[src/sv/cdq_pkg.sv]
`default_nettype none
package cdq_pkg;

	localparam int DEPTH_DEF = 16;
	localparam int VAL_W     = 32;
	localparam int CAP_W     = 5;
	localparam int CAP_RESET = 16;

	typedef enum logic [1:0] {
		MODE_PUSH_FRONT = 2'd0,
		MODE_PUSH_REAR  = 2'd1,
		MODE_POP_FRONT  = 2'd2,
		MODE_POP_REAR   = 2'd3
	} mode_t;

	typedef enum logic [1:0] {
		ST_DONE  = 2'd0,
		ST_FULL  = 2'd1,
		ST_EMPTY = 2'd2
	} status_t;

	typedef struct packed {
		mode_t                    mode;
		logic signed [VAL_W-1:0] push_value;
	} req_t;

	typedef struct packed {
		logic signed [VAL_W-1:0] popped_value;
		status_t                  status;
		logic                     now_full;
		logic                     now_empty;
	} rsp_t;

	// Per-cycle command broadcast along one chain of cells.
	typedef struct packed {
		logic             shift_up;
		logic             shift_down;
		logic             load_tail;
		logic [VAL_W-1:0] value;
	} cell_cmd_t;

endpackage
`default_nettype wire

[src/sv/circular_deque.sv]
`default_nettype none
// Double-ended queue of up to DEPTH signed 32-bit entries, with a run-time
// capacity (1..DEPTH, written through the cfg channel and honored only while
// the deque is empty; zero is taken as one). Every request (push front, push
// rear, pop front, pop rear) yields exactly one response carrying the popped
// value (zero unless a pop succeeded), a status (done, rejected full,
// rejected empty) and the full and empty flags after the operation. The
// contents live twice, in two rows of shift cells: one row keeps the front
// entry in its first cell, the other keeps the rear entry there, so either
// end is read from a fixed cell. A request is taken every clock cycle and its
// response is registered in the output register; the only limit
// is that output register, which holds the request side off while a response
// waits under stall.
module circular_deque #(
	parameter int DEPTH = cdq_pkg::DEPTH_DEF
) (
	input  wire                     clk,
	input  wire                     arst_n,
	input  wire                     req_valid,
	output logic                    req_stall,
	input  wire  cdq_pkg::req_t     req,
	output logic                    rsp_valid,
	input  wire                     rsp_stall,
	output cdq_pkg::rsp_t           rsp,
	input  wire                     cfg_valid,
	output logic                    cfg_ready,
	input  wire  [cdq_pkg::CAP_W-1:0] cfg_data
);
	import cdq_pkg::*;

	localparam int CW = $clog2(DEPTH + 1);
	localparam int CAP_RST_I = (CAP_RESET > DEPTH) ? DEPTH : CAP_RESET;
	localparam logic [CW-1:0] CAP_RST = CW'(CAP_RST_I);
	localparam logic [CW-1:0] ONE = CW'(1);

	logic [CW-1:0]    count_q;
	logic [CW-1:0]    cap_q;
	logic             rsp_valid_q;
	rsp_t             rsp_q;

	logic             accept;
	logic             is_full;
	logic             cnt_zero;
	logic [CW-1:0]    count_nxt;
	rsp_t             rsp_nxt;
	cell_cmd_t        front_cmd;
	cell_cmd_t        rear_cmd;
	logic [VAL_W-1:0] front_head;
	logic [VAL_W-1:0] rear_head;
	logic [31:0]      cfg_wide;
	logic [CW-1:0]    cap_new;

	assign req_stall = rsp_valid_q & rsp_stall;
	assign accept    = req_valid & ~req_stall;
	assign cfg_ready = 1'b1;

	assign cnt_zero = (count_q == '0);
	assign is_full  = (count_q == cap_q);

	assign cfg_wide = 32'(cfg_data);
	always_comb begin
		priority if (cfg_wide == 32'd0) begin
			cap_new = ONE;
		end else if (int'(cfg_wide) > DEPTH) begin
			cap_new = CW'(DEPTH);
		end else begin
			cap_new = CW'(cfg_wide);
		end
	end

	always_comb begin
		front_cmd = '{shift_up: 1'b0, shift_down: 1'b0, load_tail: 1'b0,
			value: req.push_value};
		rear_cmd  = front_cmd;
		count_nxt = count_q;
		rsp_nxt.popped_value = '0;
		rsp_nxt.status       = ST_DONE;

		unique case (req.mode)
			MODE_PUSH_FRONT, MODE_PUSH_REAR: begin
				if (is_full) begin
					rsp_nxt.status = ST_FULL;
				end else begin
					count_nxt = count_q + ONE;
					if (req.mode == MODE_PUSH_FRONT) begin
						front_cmd.shift_up  = accept;
						rear_cmd.load_tail  = accept;
					end else begin
						rear_cmd.shift_up   = accept;
						front_cmd.load_tail = accept;
					end
				end
			end
			MODE_POP_FRONT, MODE_POP_REAR: begin
				if (cnt_zero) begin
					rsp_nxt.status = ST_EMPTY;
				end else begin
					count_nxt = count_q - ONE;
					// The opposite row only loses its last entry through the count.
					if (req.mode == MODE_POP_FRONT) begin
						rsp_nxt.popped_value = front_head;
						front_cmd.shift_down = accept;
					end else begin
						rsp_nxt.popped_value = rear_head;
						rear_cmd.shift_down  = accept;
					end
				end
			end
			default: begin
				rsp_nxt.status = ST_DONE;
			end
		endcase

		rsp_nxt.now_full  = (count_nxt == cap_q);
		rsp_nxt.now_empty = (count_nxt == '0);
	end

	cdq_chain #(
		.DEPTH (DEPTH),
		.CW    (CW)
	) u_front_row (
		.clk   (clk),
		.cmd   (front_cmd),
		.count (count_q),
		.head  (front_head)
	);

	cdq_chain #(
		.DEPTH (DEPTH),
		.CW    (CW)
	) u_rear_row (
		.clk   (clk),
		.cmd   (rear_cmd),
		.count (count_q),
		.head  (rear_head)
	);

	always_ff @(posedge clk or negedge arst_n) begin
		if (!arst_n) begin
			count_q     <= '0;
			cap_q       <= CAP_RST;
			rsp_valid_q <= 1'b0;
		end else begin
			if (accept) begin
				count_q <= count_nxt;
			end
			// A capacity write is ignored while the deque holds entries.
			if (cfg_valid && cfg_ready && cnt_zero) begin
				cap_q <= cap_new;
			end
			if (accept) begin
				rsp_valid_q <= 1'b1;
			end else if (!rsp_stall) begin
				rsp_valid_q <= 1'b0;
			end
		end
	end

	always_ff @(posedge clk) begin
		if (accept) begin
			rsp_q <= rsp_nxt;
		end
	end

	assign rsp_valid = rsp_valid_q;
	assign rsp       = rsp_q;

endmodule
`default_nettype wire

[src/sv/cdq_cell.sv]
`default_nettype none
module cdq_cell #(
	parameter int IDX = 0,
	parameter int CW  = 5
) (
	input  wire                      clk,
	input  wire  cdq_pkg::cell_cmd_t cmd,
	input  wire  [CW-1:0]            count,
	input  wire  [cdq_pkg::VAL_W-1:0] from_lo,
	input  wire  [cdq_pkg::VAL_W-1:0] from_hi,
	output logic [cdq_pkg::VAL_W-1:0] data
);
	import cdq_pkg::*;

	localparam logic [CW-1:0] MY_POS = CW'(IDX);

	logic [VAL_W-1:0] data_q;

	// Entries above the occupancy count hold stale data; they are never read.
	always_ff @(posedge clk) begin
		priority if (cmd.shift_up) begin
			data_q <= from_lo;
		end else if (cmd.shift_down) begin
			data_q <= from_hi;
		end else if (cmd.load_tail && count == MY_POS) begin
			data_q <= cmd.value;
		end
	end

	assign data = data_q;

endmodule
`default_nettype wire

[src/sv/cdq_chain.sv]
`default_nettype none
module cdq_chain #(
	parameter int DEPTH = cdq_pkg::DEPTH_DEF,
	parameter int CW    = $clog2(DEPTH + 1)
) (
	input  wire                       clk,
	input  wire  cdq_pkg::cell_cmd_t  cmd,
	input  wire  [CW-1:0]             count,
	output logic [cdq_pkg::VAL_W-1:0] head
);
	import cdq_pkg::*;

	logic [VAL_W-1:0] cell_data [DEPTH];

	for (genvar i = 0; i < DEPTH; i++) begin : g_cell
		logic [VAL_W-1:0] lo;
		logic [VAL_W-1:0] hi;

		if (i == 0) begin : g_first
			assign lo = cmd.value;
		end else begin : g_mid
			assign lo = cell_data[i-1];
		end

		if (i == DEPTH - 1) begin : g_last
			assign hi = cell_data[i];
		end else begin : g_inner
			assign hi = cell_data[i+1];
		end

		cdq_cell #(
			.IDX (i),
			.CW  (CW)
		) u_cell (
			.clk     (clk),
			.cmd     (cmd),
			.count   (count),
			.from_lo (lo),
			.from_hi (hi),
			.data    (cell_data[i])
		);
	end

	assign head = cell_data[0];

endmodule
`default_nettype wire
[config.mk]
export PLATFORM = sky130hd
export DESIGN_NAME = circular_deque
export DESIGN_NICKNAME = d
export VERILOG_FILES = /design/src/sv/cdq_pkg.sv /design/src/sv/circular_deque.sv /design/src/sv/cdq_cell.sv /design/src/sv/cdq_chain.sv
export SDC_FILE = /design/constraint.sdc
export NUM_CORES = 2
export LEC_CHECK = 0
export CAP_MARGIN = 20
export CORE_ASPECT_RATIO = 1.25
export CORE_MARGIN = 5
export CORE_UTILIZATION = 60
export CTS_BUF_LIST = sky130_fd_sc_hd__clkbuf_8
export CTS_CLUSTER_DIAMETER = 150
export CTS_CLUSTER_SIZE = 16
export DETAILED_ROUTE_END_ITERATION = 6
export DONT_BUFFER_PORTS = 1
export GPL_TIMING_DRIVEN = 0
export PLACE_DENSITY = 0.76
export SKIP_CTS_REPAIR_TIMING = 1
export SKIP_LAST_GASP = 1
export SLEW_MARGIN = 20
export SYNTH_ARGS = -nofsm -noshare
export SYNTH_HDL_FRONTEND = slang
export SYNTH_SLANG_ARGS = --single-unit
[constraint.sdc]
create_clock -name clk -period 10.5 [get_ports clk]
set_input_delay 1.05 -clock clk [delete_from_list [all_inputs] [get_ports clk]]
set_output_delay 1.05 -clock clk [all_outputs]
set_load 0.05 [all_outputs]
==> impl.org <==
** Status
- The run finished, with violations left.
- The checks that failed: DRC.

** Hold path
- The tightest min-delay check is of the in -> async type.

** Power and ir drop
- In this run the static leakage power is 17.38 nW.
- Pwr dens :: 174.0 nW/um^2
- In this run switching power makes up 30.00% of total power.
- Per report_power, the combinational group accounts for 16.3% of the total.
- Power comes to 9.191 mW.
- The analysis attributes to net switching a power of 2.758 mW.
- Sequential cells burn 61.0% of the power.
- Max rail drop VDD :: 0.1266 mV
- Cell internal power was estimated by the tool at 6.434 mW.
- The clock network accounts for 22.7% of the total power.

** Synthesis
- Post-Syn Area per Cell :: 10.60 sq um
- Net count of the mapped netlist :: 4737
- Count of unique library cells instantiated by Yosys :: 59
- In this run, synthesis inferred 1060 flip-flops with an integrated enable.
- Post-synthesis sequential area ratio :: 64.60%
- During synthesis, Yosys emitted a total of 0 warnings.
- The mapped netlist covers 49700 sq um.
- Number of synthesized register bits :: 1071
- In the synthesized netlist the dominant register cell turns out to be sky130_fd_sc_hd__edfxtp_1.
- Post-synthesis cell count :: 4687
- Of all flip-flops after synthesis, the portion carrying an async set or reset was 1.027%.

** Floorplan
- In this run the horizontal extent of the chip is 267.4 um.
- Initial core utilization :: 60.22%
- Core ar. :: 82530 sq um
- Die height :: 331.8 um
- Number of standard-cell rows in the floorplan :: 118
- During I/O placement, the number of pins put on the boundary was 83.
- The die covers 88730 sq um.

** Critical path
- Data on the critical path arrives at its endpoint at 4630 ps.
- The largest individual stage delay along the critical path comes from the cell sky130_fd_sc_hd__nor3_4.
- Sort of element at the end of the critical path :: flip-flop
- Cell Chain, Critical Path :: inv_1 > ha_1 > clkbuf_2 > or4b_4 > nand2_2 > nor3_4 > buf_2 > nor2_4 > buf_2 > nand2_2
- Worst stage delay on the critical path :: 740 ps
- The setup path with the least slack is of type reg -> reg.
- Along the worst path, the maximum fanout reaches 32.
- Worst endpoint required time :: 10880 ps
- Kind of start point of the critical path :: flip-flop

** GRT
- The number of global-route vias before repair was 40170.
- The initial antenna violation count came to 14.
- Global-route wire length before repair :: 222600 um
- Global routing consumed, over all layers together, 32.17% of the routing resources.
- Congestion Overflow GR :: 0
- Largest net degree at the start of global routing :: 42

** Place
- After detailed placement, the total cell area comes to 51620 sq um.
- Routability-driven placement finished with a final weighted congestion of 0.9052.
- The count of buffers added on input and output ports is 0.
- DP HPWL :: 111000 um

** Finish
- Area occupied by multi-input gates :: 15790 sq um
- In the final layout, flip-flops and latches occupy 32110 sq um.
- Layout overhead on the synthesized area :: 6.296%
- Fraction of layout cells with a size suffix above 1 :: 9.645%
- Once layout is done, the placed cells without fillers occupy 52830 sq um.
- Commonest non-fill, non-tap cell in the layout :: sky130_fd_sc_hd__nand2_1
- For this run, the share of the core covered by cells in the final layout is 64.01%.
- Commonest cells after routing, fill and taps aside :: sky130_fd_sc_hd__nand2_1 (1078), sky130_fd_sc_hd__edfxtp_1 (1060), sky130_fd_sc_hd__a21oi_1 (931)
- Net count of the finished layout :: 4833
- Filler cell count in the final layout :: 6717

** Timing
- Slew of the pin with the lowest slew margin :: 1179 ps
- Hold Fails Final Rpt :: 0
- Setup violations remaining at the end of the flow were counted as 0.
- The clock period could shrink to 4250 ps.
- Part of the cycle the worst path needs :: 40.48%
- For the final routed database, the setup TNS stands at 0 ps.
- Timing-limited maximum frequency :: 0.2353 GHz
- Between clock sinks in the finished design, the worst skew comes to 33.32 ps.
- The max-slew violation count was 0.
- Setup repair after global routing missed its margin :: no
- Slew margin rel. :: 20.98%

** Job
- Max-cap violations in this run came to 0.

** CTS
- Clock-pin slew was measured on the worst setup and hold paths at 100 ps.
- TritonCTS created 76 clock buffers.
- The H-tree generated during clock tree synthesis spans 3 levels.
- Clock net sink count :: 1071
- Clock tree from TritonCTS :: done
- CTS Root Cell :: sky130_fd_sc_hd__clkbuf_8
- CTS max path bufs :: 3
- The clock reaches the later pin of the worst-skew pair after 740 ps.

** Route
- Remaining DRCs :: 11
- Using the TritonRoute via totals, the vias-per-cell ratio works out to 6.531.
- The count of nets left with antenna violations once routing finished came out at 0.
- Routed length per instance :: 24.97 um
- The routed layout has 38510 vias.
- For this block, the initial DRC count from the detailed router was 4378.
- Detailed Route WL :: 147200 um
- Initial DRT Pass Iterations :: 7
[layout make-up]
cell class                      count  area share [%]
Antenna cell                        5         0.02368
Tap cell                         1080           2.558
Timing Repair Buffer               18          0.8289
Sequential cell                  1071           60.77
Clock inverter                     27          0.1989
Multi-Input combinational cell   3197           29.88
Buffer                            411           3.621
Clock buffer                       79           2.058
Inverter                            8         0.05684
[per-layer routing]
layer | vias to the layer above | global-route usage (%) | share of wire (%)
met3 | 503 | 4.875 | 7.2
li1 | 17040 | - | -
met5 | - | 0 | 0.018
met2 | 1867 | 57.13 | 52
met4 | 4 | 14.45 | 5.1
met1 | 19090 | 38.78 | 36
[per-stage QoR]
stage | cells | setup slack (ps) | hold slack, ps
final | 5896 | 6250 | 161.3
after global placement | 5767 | 3215 | 526.9
after CTS | 5890 | 6301 | -51.28
after floorplan | 4687 | 5570 | 468.1
after global routing | 5893 | 6182 | 116.8
after detailed placement | 5784 | 6133 | 533.3
[cell families after synthesis]
kind of cell / Yosys count / synth area share [%]
flops: 1071 / 64.60
buf+inv: 419 / 3.909
compound gates: 1937 / 20.01
fa+ha+maj: 6 / 0.1510
other cells: 1 / 0.007545
xor+xnor: 11 / 0.1938
mux: 34 / 0.7703
simple gates: 1208 / 10.36
[Yosys cell counts (3+ instances only)]
master | n | share of area (%)
sky130_fd_sc_hd__nor2_1 | 10 | 0.076
sky130_fd_sc_hd__buf_1 | 6 | 0.045
sky130_fd_sc_hd__nor2b_4 | 27 | 0.75
sky130_fd_sc_hd__clkbuf_1 | 158 | 1.2
sky130_fd_sc_hd__buf_2 | 232 | 2.3
sky130_fd_sc_hd__a21oi_1 | 931 | 9.4
sky130_fd_sc_hd__xnor2_1 | 4 | 0.070
sky130_fd_sc_hd__dfrtp_1 | 10 | 0.50
sky130_fd_sc_hd__nand2_1 | 1084 | 8.2
sky130_fd_sc_hd__xor2_1 | 7 | 0.12
sky130_fd_sc_hd__nor2b_2 | 11 | 0.19
sky130_fd_sc_hd__a31o_2 | 6 | 0.11
sky130_fd_sc_hd__nand3_1 | 8 | 0.081
sky130_fd_sc_hd__buf_4 | 7 | 0.11
sky130_fd_sc_hd__a21o_1 | 70 | 1.1
sky130_fd_sc_hd__ha_1 | 6 | 0.15
sky130_fd_sc_hd__o21ai_0 | 813 | 8.2
sky130_fd_sc_hd__mux2_2 | 34 | 0.77
sky130_fd_sc_hd__a31o_1 | 5 | 0.088
sky130_fd_sc_hd__nor2b_1 | 9 | 0.11
sky130_fd_sc_hd__nor3_1 | 8 | 0.081
sky130_fd_sc_hd__o21ai_1 | 101 | 1.0
sky130_fd_sc_hd__buf_6 | 7 | 0.16
sky130_fd_sc_hd__edfxtp_1 | 1060 | 64
sky130_fd_sc_hd__nand2_2 | 3 | 0.038
sky130_fd_sc_hd__and2b_1 | 17 | 0.26
sky130_fd_sc_hd__nand2b_1 | 6 | 0.076
sky130_fd_sc_hd__and3_1 | 5 | 0.063
sky130_fd_sc_hd__inv_1 | 7 | 0.053
[path summary, 6_finish.rpt]
check,from,endpoint,slack [ps],depth (start not counted)
setup / recovery,count_q[0],u_rear_row.g_cell[10].u_cell.data[20],6250,10
hold / removal,arst_n,cap_q[4],160,0
setup reg to reg,count_q[0],u_rear_row.g_cell[10].u_cell.data[20],6250,10
hold reg to reg,u_front_row.g_cell[1].u_cell.data[15],u_front_row.g_cell[0].u_cell.data[15],560,1
max in group asynchronous,arst_n,cap_q[0],9160,1
min in group clk,cfg_data[4],cap_q[0],420,1
[power groups by stage]
stage                     combinational (mW)  sequential [mW]  clock, mW
after CTS                               1.48             5.60       2.07
after global routing                    1.64             5.63       2.22
after global placement                  1.35             5.72          0
after detailed placement                1.47             5.70          0
final                                   1.50             5.61       2.08
after floorplan                         1.00             5.56          0
[sequential cells by signal, indices dropped and copies added, names as in the netlist]
name and flops:
cap_q 5, count_q 5, rsp 36, rsp_valid 1, u_front_row.g_cell.u_cell.data 512, u_rear_row.g_cell.u_cell.data 512
[critical path, delay by kind of cell (launching register included)]
family | cells | cell delay (ps)
flip-flops | 1 | 480
buffers and inverters | 4 | 1200
adder cells (fa/ha/maj) | 1 | 230
AND/OR/NAND/NOR | 5 | 1950
Power figures use the tool's default switching activity.
